## config.mk

```make
export PLATFORM = sky130hd
export DESIGN_NAME = packet_header_classifier_counters
export DESIGN_NICKNAME = d
export VERILOG_FILES = /design/src/phcc_pkg.sv /design/src/packet_header_classifier_counters.sv
export SDC_FILE = /design/constraint.sdc
export NUM_CORES = 1
export LEC_CHECK = 0
export BUFFER_PORTS_ARGS = -buffer_cell sky130_fd_sc_hd__buf_2
export CAP_MARGIN = 0
export CORE_ASPECT_RATIO = 2
export CORE_MARGIN = 2
export CORE_UTILIZATION = 58
export CTS_BUF_LIST = sky130_fd_sc_hd__clkbuf_2 sky130_fd_sc_hd__clkbuf_4 sky130_fd_sc_hd__clkbuf_8
export CTS_CLUSTER_DIAMETER = 40
export DETAILED_ROUTE_END_ITERATION = 6
export PLACE_DENSITY = 0.79
export SLEW_MARGIN = 20
export SYNTH_ARGS = -nofsm -noshare
export SYNTH_HDL_FRONTEND = slang
export SYNTH_SLANG_ARGS = --single-unit
```

## constraint.sdc

```tcl
create_clock -name clk -period 6.63 [get_ports clk]
set_clock_uncertainty 0.2 [all_clocks]
set_input_delay 1.326 -clock clk [delete_from_list [all_inputs] [get_ports clk]]
set_output_delay 1.326 -clock clk [all_outputs]
set_load 0.02 [all_outputs]
```

## src/phcc_pkg.sv

```systemverilog
package phcc_pkg;

    // configuration port
    localparam int CFG_IDX_W  = 3;
    localparam int CFG_DATA_W = 64;

    localparam logic [CFG_IDX_W-1:0] REG_LOCAL_IPV4  = 3'd0;
    localparam logic [CFG_IDX_W-1:0] REG_LOCAL_IPV6H = 3'd1;
    localparam logic [CFG_IDX_W-1:0] REG_LOCAL_IPV6L = 3'd2;
    localparam logic [CFG_IDX_W-1:0] REG_SYN_THRESH  = 3'd3;
    localparam logic [CFG_IDX_W-1:0] REG_HTTP_THRESH = 3'd4;

    localparam logic [31:0] DEFAULT_THRESHOLD = 32'd1500;

    // event counters
    localparam int NUM_COUNTERS = 10;
    localparam int CNT_IDX_W    = 4;
    localparam int COUNT_OUT_W  = 32;

    typedef logic [CNT_IDX_W-1:0] cnt_idx_t;

    localparam cnt_idx_t CNT_ARP_REQ = 4'd0;
    localparam cnt_idx_t CNT_ARP_REP = 4'd1;
    localparam cnt_idx_t CNT_ICMP    = 4'd2;
    localparam cnt_idx_t CNT_ICMP6   = 4'd3;
    localparam cnt_idx_t CNT_IP      = 4'd4;
    localparam cnt_idx_t CNT_IP6     = 4'd5;
    localparam cnt_idx_t CNT_UDP     = 4'd6;
    localparam cnt_idx_t CNT_TCP     = 4'd7;
    localparam cnt_idx_t CNT_HTTP    = 4'd8;
    localparam cnt_idx_t CNT_SYN     = 4'd9;

    // result codes
    typedef logic [3:0] class_code_t;
    typedef logic [2:0] kind_code_t;

    localparam class_code_t CLS_OTHER      = 4'd0;
    localparam class_code_t CLS_ARP_REQ    = 4'd1;
    localparam class_code_t CLS_ARP_REP    = 4'd2;
    localparam class_code_t CLS_ARP_OTHER  = 4'd3;
    localparam class_code_t CLS_IP6_TCP    = 4'd4;
    localparam class_code_t CLS_IP6_UDP    = 4'd5;
    localparam class_code_t CLS_IP6_ICMP6  = 4'd6;
    localparam class_code_t CLS_IP6_OTHER  = 4'd7;
    localparam class_code_t CLS_IP4_TCP    = 4'd8;
    localparam class_code_t CLS_IP4_UDP    = 4'd9;
    localparam class_code_t CLS_IP4_ICMP   = 4'd10;
    localparam class_code_t CLS_IP4_OTHER  = 4'd11;
    localparam class_code_t CLS_NOT_LOCAL  = 4'd12;
    localparam class_code_t CLS_SHORT      = 4'd13;

    localparam kind_code_t KIND_NONE  = 3'd0;
    localparam kind_code_t KIND_RST   = 3'd1;
    localparam kind_code_t KIND_SYN   = 3'd2;
    localparam kind_code_t KIND_HTTP  = 3'd3;
    localparam kind_code_t KIND_PLAIN = 3'd4;

    // header fields
    localparam logic [15:0] ETH_ARP  = 16'h0806;
    localparam logic [15:0] ETH_IPV6 = 16'h86DD;
    localparam logic [15:0] ETH_IPV4 = 16'h0800;

    localparam logic [7:0] PROTO_ICMP  = 8'd1;
    localparam logic [7:0] PROTO_TCP   = 8'd6;
    localparam logic [7:0] PROTO_UDP   = 8'd17;
    localparam logic [7:0] PROTO_ICMP6 = 8'd58;

    localparam logic [15:0] ARP_OP_REQUEST = 16'd1;
    localparam logic [15:0] ARP_OP_REPLY   = 16'd2;
    localparam logic [15:0] HTTP_PORT      = 16'd80;

    localparam int TCP_FLAG_RST = 2;
    localparam int TCP_FLAG_SYN = 1;

    // byte offsets in the frame
    localparam int POS_ETYPE_HI    = 12;
    localparam int POS_ETYPE_LO    = 13;
    localparam int POS_ARP_OP_HI   = 20;
    localparam int POS_ARP_OP_LO   = 21;
    localparam int POS_IP6_NEXT    = 20;
    localparam int POS_IP6_DST     = 38;
    localparam int POS_IP6_DST_END = 54;
    localparam int POS_IP4_IHL     = 14;
    localparam int POS_IP4_PROTO   = 23;
    localparam int POS_IP4_DST     = 30;
    localparam int POS_IP4_DST_END = 34;

    localparam int TCP_OFF_SRC_HI = 0;
    localparam int TCP_OFF_SRC_LO = 1;
    localparam int TCP_OFF_DST_HI = 2;
    localparam int TCP_OFF_DST_LO = 3;
    localparam int TCP_OFF_FLAGS  = 13;

    // minimum lengths
    localparam int LEN_ETH  = 14;
    localparam int LEN_ARP  = 22;
    localparam int LEN_IP6  = 54;
    localparam int LEN_IP4  = 34;
    localparam int TCP_SPAN = 14;

    // counter slots of one frame: protocol, ip, flag
    localparam int NUM_SLOTS = 3;
    localparam int SLOT_PROTO = 0;
    localparam int SLOT_IP    = 1;
    localparam int SLOT_FLAG  = 2;

    typedef logic [1:0] step_t;
    localparam step_t STEP_DONE = 2'd3;

    typedef struct packed {
        class_code_t                   cls;
        kind_code_t                    kind;
        logic [NUM_SLOTS-1:0]          bump;
        cnt_idx_t [NUM_SLOTS-1:0]      idx;
        logic                          syn_check;
        logic                          http_check;
    } job_t;

endpackage

```

## src/packet_header_classifier_counters.sv

```systemverilog
// channel  | handshake                  | payload
// ---------+----------------------------+---------------------------------------------
// frame    | frame_valid / frame_ready  | frame_byte, frame_end
// result   | result_valid / result_ready| frame_class, tcp_kind, protocol_count,
//          |                            | ip_count, flag_count, syn_flood_alarm,
//          |                            | slowloris_alarm
// config   | cfg_write                  | cfg_index, cfg_data
//
// One byte is taken every cycle. A frame's result goes from the job register to the result
// register directly when no counter changes; when counters are bumped, up to three counters
// first go through the read and write ports of the counter RAM one after another.
// A last byte waits (frame_ready low) only while the previous frame's result is still
// in the counter update or held by a stalled result register; other bytes never wait.
// Reset clears the counters at once through per-entry valid bits; no clearing pass.
module packet_header_classifier_counters #(
    parameter int MAX_FRAME_BYTES = 65536,
    parameter int COUNTER_BITS    = 32
) (
    input  logic                               clk,
    input  logic                               rst_n,

    input  logic                               frame_valid,
    output logic                               frame_ready,
    input  logic [7:0]                         frame_byte,
    input  logic                               frame_end,

    output logic                               result_valid,
    input  logic                               result_ready,
    output logic [3:0]                         frame_class,
    output logic [2:0]                         tcp_kind,
    output logic [phcc_pkg::COUNT_OUT_W-1:0]   protocol_count,
    output logic [phcc_pkg::COUNT_OUT_W-1:0]   ip_count,
    output logic [phcc_pkg::COUNT_OUT_W-1:0]   flag_count,
    output logic                               syn_flood_alarm,
    output logic                               slowloris_alarm,

    input  logic                               cfg_write,
    input  logic [phcc_pkg::CFG_IDX_W-1:0]     cfg_index,
    input  logic [phcc_pkg::CFG_DATA_W-1:0]    cfg_data
);

    import phcc_pkg::*;

    localparam int POS_W = $clog2(MAX_FRAME_BYTES + 1);
    localparam int CMP_W = (COUNTER_BITS > 32) ? COUNTER_BITS : 32;

    // configuration
    logic [31:0]           local_ipv4_reg;
    logic [63:0]           local_ipv6h_reg;
    logic [63:0]           local_ipv6l_reg;
    logic [31:0]           syn_thresh_reg;
    logic [31:0]           http_thresh_reg;

    // per-frame parse state
    logic [POS_W-1:0]      pos_reg;
    logic [15:0]           etype_reg;
    logic [15:0]           arp_op_reg;
    logic [7:0]            proto_reg;
    logic [3:0]            ihl_reg;
    logic                  addr_match_reg;
    logic [15:0]           src_port_reg;
    logic [15:0]           dst_port_reg;
    logic [7:0]            tcp_flags_reg;

    logic [POS_W-1:0]      pos_next;
    logic [15:0]           etype_next;
    logic [15:0]           arp_op_next;
    logic [7:0]            proto_next;
    logic [3:0]            ihl_next;
    logic                  addr_match_next;
    logic [15:0]           src_port_next;
    logic [15:0]           dst_port_next;
    logic [7:0]            tcp_flags_next;

    logic                  take;
    logic [3:0]            ip6_k;
    logic [1:0]            ip4_j;
    logic [15:0][7:0]      ip6_bytes;
    logic [3:0][7:0]       ip4_bytes;
    logic [POS_W-1:0]      tcp_base;
    logic [POS_W-1:0]      tcp_rel;
    logic                  in_tcp;

    // frame job and counter update
    job_t                  new_job;
    job_t                  job_reg;
    logic                  job_valid_reg;
    step_t                 step_reg;
    logic                  rd_pend_reg;
    logic [1:0]            rd_slot_reg;
    logic [NUM_SLOTS-1:0][COUNT_OUT_W-1:0] cnt_val_reg;
    logic                  syn_alarm_reg;
    logic                  http_alarm_reg;

    logic [COUNTER_BITS-1:0] cnt_mem [NUM_COUNTERS];
    logic [NUM_COUNTERS-1:0] cnt_valid_reg;
    logic [COUNTER_BITS-1:0] rd_data_reg;
    logic                    rd_zero_reg;

    logic                  slot_en;
    cnt_idx_t              rd_addr;
    cnt_idx_t              wr_addr;
    logic                  rd_issue;
    logic                  wr_en;
    logic [COUNTER_BITS-1:0] cnt_old;
    logic [COUNTER_BITS-1:0] cnt_inc;

    logic                  job_done;
    logic                  out_free;
    logic                  job_leave;
    logic                  job_free;
    logic                  accept;
    logic                  end_accept;

    // result register
    logic                  result_valid_reg;
    class_code_t           class_reg;
    kind_code_t            kind_reg;
    logic [COUNT_OUT_W-1:0] proto_cnt_reg;
    logic [COUNT_OUT_W-1:0] ip_cnt_reg;
    logic [COUNT_OUT_W-1:0] flag_cnt_reg;
    logic                  syn_out_reg;
    logic                  http_out_reg;

    // ------------------------------------------------------------------ handshake
    assign job_done   = job_valid_reg && (step_reg == STEP_DONE) && !rd_pend_reg;
    assign out_free   = !result_valid_reg || result_ready;
    assign job_leave  = job_done && out_free;
    assign job_free   = !job_valid_reg || job_leave;
    assign frame_ready = !frame_end || job_free;
    assign accept     = frame_valid && frame_ready;
    assign end_accept = accept && frame_end;

    // ------------------------------------------------------------------ configuration
    always_ff @(posedge clk or negedge rst_n)
    begin
        if (!rst_n)
        begin
            local_ipv4_reg  <= '0;
            local_ipv6h_reg <= '0;
            local_ipv6l_reg <= '0;
            syn_thresh_reg  <= DEFAULT_THRESHOLD;
            http_thresh_reg <= DEFAULT_THRESHOLD;
        end
        else if (cfg_write)
        begin
            case (cfg_index)
                REG_LOCAL_IPV4:  local_ipv4_reg  <= cfg_data[31:0];
                REG_LOCAL_IPV6H: local_ipv6h_reg <= cfg_data;
                REG_LOCAL_IPV6L: local_ipv6l_reg <= cfg_data;
                REG_SYN_THRESH:  syn_thresh_reg  <= cfg_data[31:0];
                REG_HTTP_THRESH: http_thresh_reg <= cfg_data[31:0];
                default: ;
            endcase
        end
    end

    // ------------------------------------------------------------------ byte parser
    assign ip6_bytes = {local_ipv6h_reg, local_ipv6l_reg};
    assign ip4_bytes = local_ipv4_reg;

    always_comb
    begin
        take            = pos_reg < POS_W'(MAX_FRAME_BYTES);
        etype_next      = etype_reg;
        arp_op_next     = arp_op_reg;
        proto_next      = proto_reg;
        ihl_next        = ihl_reg;
        addr_match_next = addr_match_reg;
        src_port_next   = src_port_reg;
        dst_port_next   = dst_port_reg;
        tcp_flags_next  = tcp_flags_reg;
        ip6_k           = 4'(pos_reg - POS_W'(POS_IP6_DST));
        ip4_j           = 2'(pos_reg - POS_W'(POS_IP4_DST));

        if (take)
        begin
            if (pos_reg == POS_W'(POS_ETYPE_HI))
                etype_next = {frame_byte, 8'h00};
            if (pos_reg == POS_W'(POS_ETYPE_LO))
                etype_next = {etype_reg[15:8], frame_byte};
            if (etype_next == ETH_IPV4 && pos_reg == POS_W'(POS_IP4_IHL))
                ihl_next = frame_byte[3:0];
        end

        // TCP header starts at 14 + 4*IHL, with the IHL as of this byte
        tcp_base = POS_W'(LEN_ETH) + POS_W'({ihl_next, 2'b00});
        tcp_rel  = pos_reg - tcp_base;
        in_tcp   = (pos_reg >= tcp_base) && (tcp_rel < POS_W'(TCP_SPAN));

        if (take)
        begin
            case (etype_next)
                ETH_ARP:
                begin
                    if (pos_reg == POS_W'(POS_ARP_OP_HI))
                        arp_op_next = {frame_byte, 8'h00};
                    if (pos_reg == POS_W'(POS_ARP_OP_LO))
                        arp_op_next = {arp_op_reg[15:8], frame_byte};
                end
                ETH_IPV6:
                begin
                    if (pos_reg == POS_W'(POS_IP6_NEXT))
                        proto_next = frame_byte;
                    if (pos_reg >= POS_W'(POS_IP6_DST) && pos_reg < POS_W'(POS_IP6_DST_END)
                        && ip6_bytes[~ip6_k] != frame_byte)
                        addr_match_next = 1'b0;
                end
                ETH_IPV4:
                begin
                    if (pos_reg == POS_W'(POS_IP4_PROTO))
                        proto_next = frame_byte;
                    if (pos_reg >= POS_W'(POS_IP4_DST) && pos_reg < POS_W'(POS_IP4_DST_END)
                        && ip4_bytes[~ip4_j] != frame_byte)
                        addr_match_next = 1'b0;
                    if (in_tcp)
                    begin
                        case (4'(tcp_rel))
                            4'(TCP_OFF_SRC_HI): src_port_next  = {frame_byte, 8'h00};
                            4'(TCP_OFF_SRC_LO): src_port_next  = {src_port_reg[15:8], frame_byte};
                            4'(TCP_OFF_DST_HI): dst_port_next  = {frame_byte, 8'h00};
                            4'(TCP_OFF_DST_LO): dst_port_next  = {dst_port_reg[15:8], frame_byte};
                            4'(TCP_OFF_FLAGS):  tcp_flags_next = frame_byte;
                            default: ;
                        endcase
                    end
                end
                default: ;
            endcase
        end

        // bytes past the limit are dropped, the length stops there
        pos_next = take ? pos_reg + 1'b1 : pos_reg;
    end

    always_ff @(posedge clk or negedge rst_n)
    begin
        if (!rst_n)
        begin
            pos_reg        <= '0;
            etype_reg      <= '0;
            arp_op_reg     <= '0;
            proto_reg      <= '0;
            ihl_reg        <= '0;
            addr_match_reg <= 1'b1;
            src_port_reg   <= '0;
            dst_port_reg   <= '0;
            tcp_flags_reg  <= '0;
        end
        else if (accept)
        begin
            if (frame_end)
            begin
                pos_reg        <= '0;
                etype_reg      <= '0;
                arp_op_reg     <= '0;
                proto_reg      <= '0;
                ihl_reg        <= '0;
                addr_match_reg <= 1'b1;
                src_port_reg   <= '0;
                dst_port_reg   <= '0;
                tcp_flags_reg  <= '0;
            end
            else
            begin
                pos_reg        <= pos_next;
                etype_reg      <= etype_next;
                arp_op_reg     <= arp_op_next;
                proto_reg      <= proto_next;
                ihl_reg        <= ihl_next;
                addr_match_reg <= addr_match_next;
                src_port_reg   <= src_port_next;
                dst_port_reg   <= dst_port_next;
                tcp_flags_reg  <= tcp_flags_next;
            end
        end
    end

    // ------------------------------------------------------------------ frame decision
    always_comb
    begin
        new_job            = '0;
        new_job.cls        = CLS_OTHER;
        new_job.kind       = KIND_NONE;

        if (pos_next < POS_W'(LEN_ETH))
            new_job.cls = CLS_SHORT;
        else
        begin
            case (etype_next)
                ETH_ARP:
                begin
                    if (pos_next < POS_W'(LEN_ARP))
                        new_job.cls = CLS_SHORT;
                    else if (arp_op_next == ARP_OP_REQUEST)
                    begin
                        new_job.cls              = CLS_ARP_REQ;
                        new_job.bump[SLOT_PROTO] = 1'b1;
                        new_job.idx[SLOT_PROTO]  = CNT_ARP_REQ;
                    end
                    else if (arp_op_next == ARP_OP_REPLY)
                    begin
                        new_job.cls              = CLS_ARP_REP;
                        new_job.bump[SLOT_PROTO] = 1'b1;
                        new_job.idx[SLOT_PROTO]  = CNT_ARP_REP;
                    end
                    else
                        new_job.cls = CLS_ARP_OTHER;
                end
                ETH_IPV6:
                begin
                    if (pos_next < POS_W'(LEN_IP6))
                        new_job.cls = CLS_SHORT;
                    else if (!addr_match_next)
                        new_job.cls = CLS_NOT_LOCAL;
                    else
                    begin
                        new_job.bump[SLOT_IP] = 1'b1;
                        new_job.idx[SLOT_IP]  = CNT_IP6;
                        new_job.bump[SLOT_PROTO] = 1'b1;
                        case (proto_next)
                            PROTO_TCP:
                            begin
                                new_job.cls             = CLS_IP6_TCP;
                                new_job.idx[SLOT_PROTO] = CNT_TCP;
                            end
                            PROTO_UDP:
                            begin
                                new_job.cls             = CLS_IP6_UDP;
                                new_job.idx[SLOT_PROTO] = CNT_UDP;
                            end
                            PROTO_ICMP6:
                            begin
                                new_job.cls             = CLS_IP6_ICMP6;
                                new_job.idx[SLOT_PROTO] = CNT_ICMP6;
                            end
                            default:
                            begin
                                new_job.cls              = CLS_IP6_OTHER;
                                new_job.bump[SLOT_PROTO] = 1'b0;
                            end
                        endcase
                    end
                end
                ETH_IPV4:
                begin
                    if (pos_next < POS_W'(LEN_IP4))
                        new_job.cls = CLS_SHORT;
                    else if (!addr_match_next)
                        new_job.cls = CLS_NOT_LOCAL;
                    else if (proto_next == PROTO_TCP
                             && pos_next < tcp_base + POS_W'(TCP_SPAN))
                        new_job.cls = CLS_SHORT;
                    else
                    begin
                        new_job.bump[SLOT_IP]    = 1'b1;
                        new_job.idx[SLOT_IP]     = CNT_IP;
                        new_job.bump[SLOT_PROTO] = 1'b1;
                        case (proto_next)
                            PROTO_TCP:
                            begin
                                new_job.cls             = CLS_IP4_TCP;
                                new_job.idx[SLOT_PROTO] = CNT_TCP;
                                if (tcp_flags_next[TCP_FLAG_RST])
                                    new_job.kind = KIND_RST;
                                else if (tcp_flags_next[TCP_FLAG_SYN])
                                begin
                                    new_job.kind            = KIND_SYN;
                                    new_job.bump[SLOT_FLAG] = 1'b1;
                                    new_job.idx[SLOT_FLAG]  = CNT_SYN;
                                    new_job.syn_check       = 1'b1;
                                end
                                else if (dst_port_next == HTTP_PORT
                                         || src_port_next == HTTP_PORT)
                                begin
                                    new_job.kind            = KIND_HTTP;
                                    new_job.bump[SLOT_FLAG] = 1'b1;
                                    new_job.idx[SLOT_FLAG]  = CNT_HTTP;
                                    new_job.http_check      = 1'b1;
                                end
                                else
                                    new_job.kind = KIND_PLAIN;
                            end
                            PROTO_UDP:
                            begin
                                new_job.cls             = CLS_IP4_UDP;
                                new_job.idx[SLOT_PROTO] = CNT_UDP;
                            end
                            PROTO_ICMP:
                            begin
                                new_job.cls             = CLS_IP4_ICMP;
                                new_job.idx[SLOT_PROTO] = CNT_ICMP;
                            end
                            default:
                            begin
                                new_job.cls              = CLS_IP4_OTHER;
                                new_job.bump[SLOT_PROTO] = 1'b0;
                            end
                        endcase
                    end
                end
                default: new_job.cls = CLS_OTHER;
            endcase
        end
    end

    // ------------------------------------------------------------------ counter update
    // Slots are walked in order: read in one cycle, increment and write back in the next.
    always_comb
    begin
        case (step_reg)
            2'd0:
            begin
                slot_en = job_reg.bump[0];
                rd_addr = job_reg.idx[0];
            end
            2'd1:
            begin
                slot_en = job_reg.bump[1];
                rd_addr = job_reg.idx[1];
            end
            2'd2:
            begin
                slot_en = job_reg.bump[2];
                rd_addr = job_reg.idx[2];
            end
            default:
            begin
                slot_en = 1'b0;
                rd_addr = job_reg.idx[2];
            end
        endcase
    end

    assign rd_issue = job_valid_reg && (step_reg != STEP_DONE) && slot_en;
    assign wr_en    = job_valid_reg && rd_pend_reg;
    assign wr_addr  = job_reg.idx[rd_slot_reg];
    assign cnt_old  = rd_zero_reg ? '0 : rd_data_reg;
    assign cnt_inc  = (cnt_old == {COUNTER_BITS{1'b1}}) ? cnt_old : cnt_old + 1'b1;

    always_ff @(posedge clk)
    begin
        if (wr_en)
            cnt_mem[wr_addr] <= cnt_inc;
        rd_data_reg <= cnt_mem[rd_addr];
        rd_zero_reg <= !cnt_valid_reg[rd_addr];
    end

    always_ff @(posedge clk or negedge rst_n)
    begin
        if (!rst_n)
            cnt_valid_reg <= '0;
        else if (wr_en)
            cnt_valid_reg[wr_addr] <= 1'b1;
    end

    always_ff @(posedge clk or negedge rst_n)
    begin
        if (!rst_n)
        begin
            job_valid_reg <= 1'b0;
            step_reg      <= STEP_DONE;
            rd_pend_reg   <= 1'b0;
            rd_slot_reg   <= '0;
        end
        else if (end_accept)
        begin
            job_valid_reg <= 1'b1;
            step_reg      <= (|new_job.bump) ? 2'd0 : STEP_DONE;
            rd_pend_reg   <= 1'b0;
        end
        else
        begin
            if (job_leave)
                job_valid_reg <= 1'b0;
            if (job_valid_reg && step_reg != STEP_DONE)
            begin
                step_reg    <= step_reg + 1'b1;
                rd_pend_reg <= slot_en;
                rd_slot_reg <= step_reg;
            end
            else
                rd_pend_reg <= 1'b0;
        end
    end

    always_ff @(posedge clk)
    begin
        if (end_accept)
        begin
            job_reg        <= new_job;
            cnt_val_reg    <= '0;
            syn_alarm_reg  <= 1'b0;
            http_alarm_reg <= 1'b0;
        end
        else if (wr_en)
        begin
            cnt_val_reg[rd_slot_reg] <= COUNT_OUT_W'(cnt_inc);
            if (rd_slot_reg == 2'(SLOT_FLAG))
            begin
                syn_alarm_reg  <= job_reg.syn_check
                                  && (CMP_W'(cnt_inc) > CMP_W'(syn_thresh_reg));
                http_alarm_reg <= job_reg.http_check
                                  && (CMP_W'(cnt_inc) > CMP_W'(http_thresh_reg));
            end
        end
    end

    // ------------------------------------------------------------------ result register
    always_ff @(posedge clk or negedge rst_n)
    begin
        if (!rst_n)
            result_valid_reg <= 1'b0;
        else if (job_leave)
            result_valid_reg <= 1'b1;
        else if (result_ready)
            result_valid_reg <= 1'b0;
    end

    always_ff @(posedge clk)
    begin
        if (job_leave)
        begin
            class_reg     <= job_reg.cls;
            kind_reg      <= job_reg.kind;
            proto_cnt_reg <= cnt_val_reg[SLOT_PROTO];
            ip_cnt_reg    <= cnt_val_reg[SLOT_IP];
            flag_cnt_reg  <= cnt_val_reg[SLOT_FLAG];
            syn_out_reg   <= syn_alarm_reg;
            http_out_reg  <= http_alarm_reg;
        end
    end

    assign result_valid    = result_valid_reg;
    assign frame_class     = class_reg;
    assign tcp_kind        = kind_reg;
    assign protocol_count  = proto_cnt_reg;
    assign ip_count        = ip_cnt_reg;
    assign flag_count      = flag_cnt_reg;
    assign syn_flood_alarm = syn_out_reg;
    assign slowloris_alarm = http_out_reg;

`ifndef SYNTHESIS
    // slots of one job hold distinct counters, so a read never meets the pending write
    a_no_rw_collision: assert property (@(posedge clk) disable iff (!rst_n)
        (wr_en && rd_issue) |-> (rd_addr != wr_addr))
        else $error("counter read and write hit the same entry");

    a_write_in_job: assert property (@(posedge clk) disable iff (!rst_n)
        wr_en |-> job_valid_reg)
        else $error("counter write without a frame job");

    a_kind_only_tcp: assert property (@(posedge clk) disable iff (!rst_n)
        (result_valid && tcp_kind != KIND_NONE) |-> (frame_class == CLS_IP4_TCP))
        else $error("tcp kind on a frame that is not local IPv4 TCP");

    a_alarm_kind: assert property (@(posedge clk) disable iff (!rst_n)
        (result_valid && (syn_flood_alarm || slowloris_alarm))
            |-> (tcp_kind == KIND_SYN || tcp_kind == KIND_HTTP))
        else $error("alarm raised without a SYN or port 80 segment");

    a_pos_cleared: assert property (@(posedge clk) disable iff (!rst_n)
        end_accept |=> (pos_reg == '0 && addr_match_reg))
        else $error("frame state not cleared after last byte");
`endif

endmodule

```

==> flow_summary.ini <==
[finish]
largest_reg_flops = 320
utilization_pct = 66.0
final_net_count = 3432
area.growth.synth_to_final_pct = 13.1
layout-drive-gt1-share_pct = 27.4
fillerInstances = 4875
fin_area_sq_um = 44600

[floorplanning]
chipWidth_um = 188
design.core.area_sq_um = 67600
dieArea_sq_um = 70200
ioPinCount = 188
rows = 135
initial_core_util_pct = 58.3
fp.dieH_um = 373

[outcome]
status = completed

[detailed_routing]
drt_pass1_iterations = 6
drc_errors = 0
num_vias = 26206
wl_um = 103000
viasPerCell = 6.15
wire_per_inst_um = 24.2
wl_met3_um = 6150
wl_met2_um = 54900
highest_layer = met5
drt_iter0_drc = 1759
drt-met1-wl_um = 35000
antenna_left = 0

[critical_path]
worstSetupPathType = flip-flop to flip-flop
path_max_fanout = 6
endpoint_kind = flip-flop
critPathArrivalTime_ns = 6.48
cp.required_ns = 6.97
worst_setup_path_start_kind = flip-flop

[synthesis]
yosys_most_used_dff = edfxtp_1
synth_nets = 3168
yosysWarnings = 0
syn_area_per_cell_sq_um = 13.1
yosysUniqueCellTypes = 85
ys_seq_area_share_pct = 61.8
ys_seq_elements = 910
syn_inst = 3001
synth_edf_count = 442
async_flop_share_pct = 37.0
syn-cell-area_sq_um = 39400

[sta]
rsz0062_at_grt = no
setup-violations-final = 0
whs_ns = 0.228
max-slew-margin-rel_pct = 17.6
tightest_slew_ns = 1.22
finalHoldViolCount = 0
slew_viol_final = 0
period_needed_ns = 6.14
min_period_over_period_pct = 92.5
fmax_mhz = 163

[clocking]
numCtsBuffers = 115
cts_max_level = 3
cts_setup_buffers = 0
clkTransAtPathRegs_ns = 0.07
cts_tree = yes
cts_max_path_buffers = 3
cts.sinks = 910
clockRootBuffer = clkbuf_8
clk_latency_ns = 0.81

[run]
cap_viol_max_count = 0

[grt]
grt_pass1_wl_um = 158000
grt_max_degree = 178
track_usage_pct = 29.9
grt-ovfl-total = 0
grt_pass1_vias = 27401
antenna_found_initial = 2

[placed_design]
placed_area_sq_um = 41900
place.gp.congestion = 0.972
place_hpwl_um = 72500
portBuffers = 187

[pwr]
power_density_nw_per_um2 = 395
power_w = 0.0176
p_leak_nw = 17.5
ir_drop_uv = 300

[worst_hold_path]
hold_path.class = flip-flop to flip-flop
[metal layers]
| layer | global-route usage [%] | vias to the layer above |
|---|---|---|
| met2 | 54.2 | 1105 |
| met1 | 32.1 | 13142 |
| met5 | 0 | - |
| li1 | - | 11635 |
| met4 | 19.4 | 2 |
| met3 | 4.65 | 322 |
[cell type report]
| type | instances | area (sq um) | area share [%] |
|---|---|---|---|
| flip-flops and latches | 910 | 24400 | 54.6 |
| clock inverters | 43 | 427 | 0.957 |
| repair buffers | 314 | 1940 | 4.35 |
| inverters | 117 | 443 | 0.993 |
| well taps | 890 | 1110 | 2.50 |
| diodes | 3 | 7.51 | 0.0168 |
| clock buffers | 174 | 2220 | 4.98 |
| multi-input cells | 1807 | 14100 | 31.6 |
[power by group]
part           switching [W]  internal, W  leakage (nW)
logic                0.00329      0.00214          6.77
clock network        0.00211      0.00240          1.39
registers           0.000470      0.00721          9.36
[cell families (layout without fill, tap and decap cells)]
group	after synthesis	in the layout	share of synthesized area, %
flip-flops	910	910	61.8
AND/OR/NAND/NOR	805	805	9.97
AO/OA/AOI/OAI	530	530	8.92
multiplexers	325	325	12.5
buffers and inverters	284	648	2.78
adder cells (fa/ha/maj)	86	86	2.75
XOR/XNOR	60	60	1.33
other	1	4	0.00951
[per-stage QoR]
stage	worst slack, ns	TNS (ns)	cells
2_1_floorplan	0.121	0	3001
3_3_place_gp	-0.131	-0.325	4038
3_5_place_dp	-0.210	-1.16	4038
4_1_cts	0.368	0	4255
5_1_grt	0.136	0	4256
6_report	0.495	0	4258
[Yosys cell counts (all sizes together) (8+ instances only)]
| library cell | instances | share of area (%) |
|---|---|---|
| a21oi | 124 | 1.6 |
| a22o | 64 | 1.4 |
| ha | 85 | 2.7 |
| nand3 | 45 | 0.57 |
| buf | 30 | 0.36 |
| a31oi | 46 | 0.77 |
| nor3b | 10 | 0.19 |
| a21o | 31 | 0.59 |
| and3 | 14 | 0.22 |
| mux2 | 199 | 5.7 |
| mux4 | 113 | 6.5 |
| nor3 | 35 | 0.51 |
| o21ai | 103 | 1.3 |
| xor2 | 15 | 0.33 |
| or3 | 19 | 0.31 |
| a211oi | 68 | 1.3 |
| dfstp | 17 | 1.1 |
| or2 | 23 | 0.37 |
| o21a | 9 | 0.17 |
| nor2b | 64 | 1.0 |
| o31ai | 8 | 0.15 |
| inv | 116 | 1.1 |
| nand2 | 281 | 2.7 |
| nand2b | 30 | 0.48 |
| nand4 | 40 | 0.63 |
| xnor2 | 45 | 1.0 |
| nor2 | 178 | 1.7 |
| dfrtp | 320 | 20 |
| nor4 | 19 | 0.30 |
| dfxtp | 131 | 6.7 |
| edfxtp | 442 | 34 |
| and2 | 12 | 0.19 |
| clkbuf | 137 | 1.3 |
| mux2i | 13 | 0.33 |
| o211ai | 9 | 0.17 |
| o22ai | 10 | 0.16 |
[critical path, stage by stage, from the launching register on]
cell and delay (ns):
dfrtp_2 0.42, inv_1 0.21, ha_1 0.23, nor2b_2 0.32, and4_1 0.27, a21oi_1 0.09
a2bb2oi_1 0.40, nor3_1 0.14, nor2_1 0.21, xor2_1 0.24, ha_1 0.28, o21ai_0 0.23
o21ai_1 0.14, a311oi_1 0.38, xnor2_1 0.18, nand2_1 0.09, or4_1 0.46, a211o_1 0.32
nor4_1 0.23, o31ai_1 0.10, a31oi_1 0.36, nor2_1 0.17, and3b_1 0.22
[layout by cell type (no fill, tap or decap), drive strengths merged, types with 85 or more instances in the layout]
cell type	synthesis	layout
nand2	281	281
buf	30	314
dfrtp	320	320
dfxtp	131	131
nor2	178	178
edfxtp	442	442
inv	116	122
a21oi	124	124
mux2	199	199
mux4	113	113
clkbuf	137	174
ha	85	85
o21ai	103	103
[what timing repair did]
action | in CTS | in global routing
gates resized for setup | 0 | 1
endpoints found under the hold margin | 0 | 0
setup endpoints to repair | 0 | 8
hold buffers | 0 | 0
[path summary, 6_finish.rpt]
check | start | to | slack, ns | cells past startpoint
max | pos_reg[1] | job_reg[19] | 0.49 | 22
min | cnt_val_reg[42] | ip_count[10] | 0.23 | 0
max reg2reg | pos_reg[1] | job_reg[19] | 0.49 | 22
min reg2reg | cnt_val_reg[42] | ip_count[10] | 0.23 | 0
max in group asynchronous | rst_n | local_ipv6h_reg[8] | 4.35 | 2
min in group asynchronous | rst_n | dst_port_reg[13] | 0.31 | 1
Note: power is estimated with default switching activity, not from simulation.
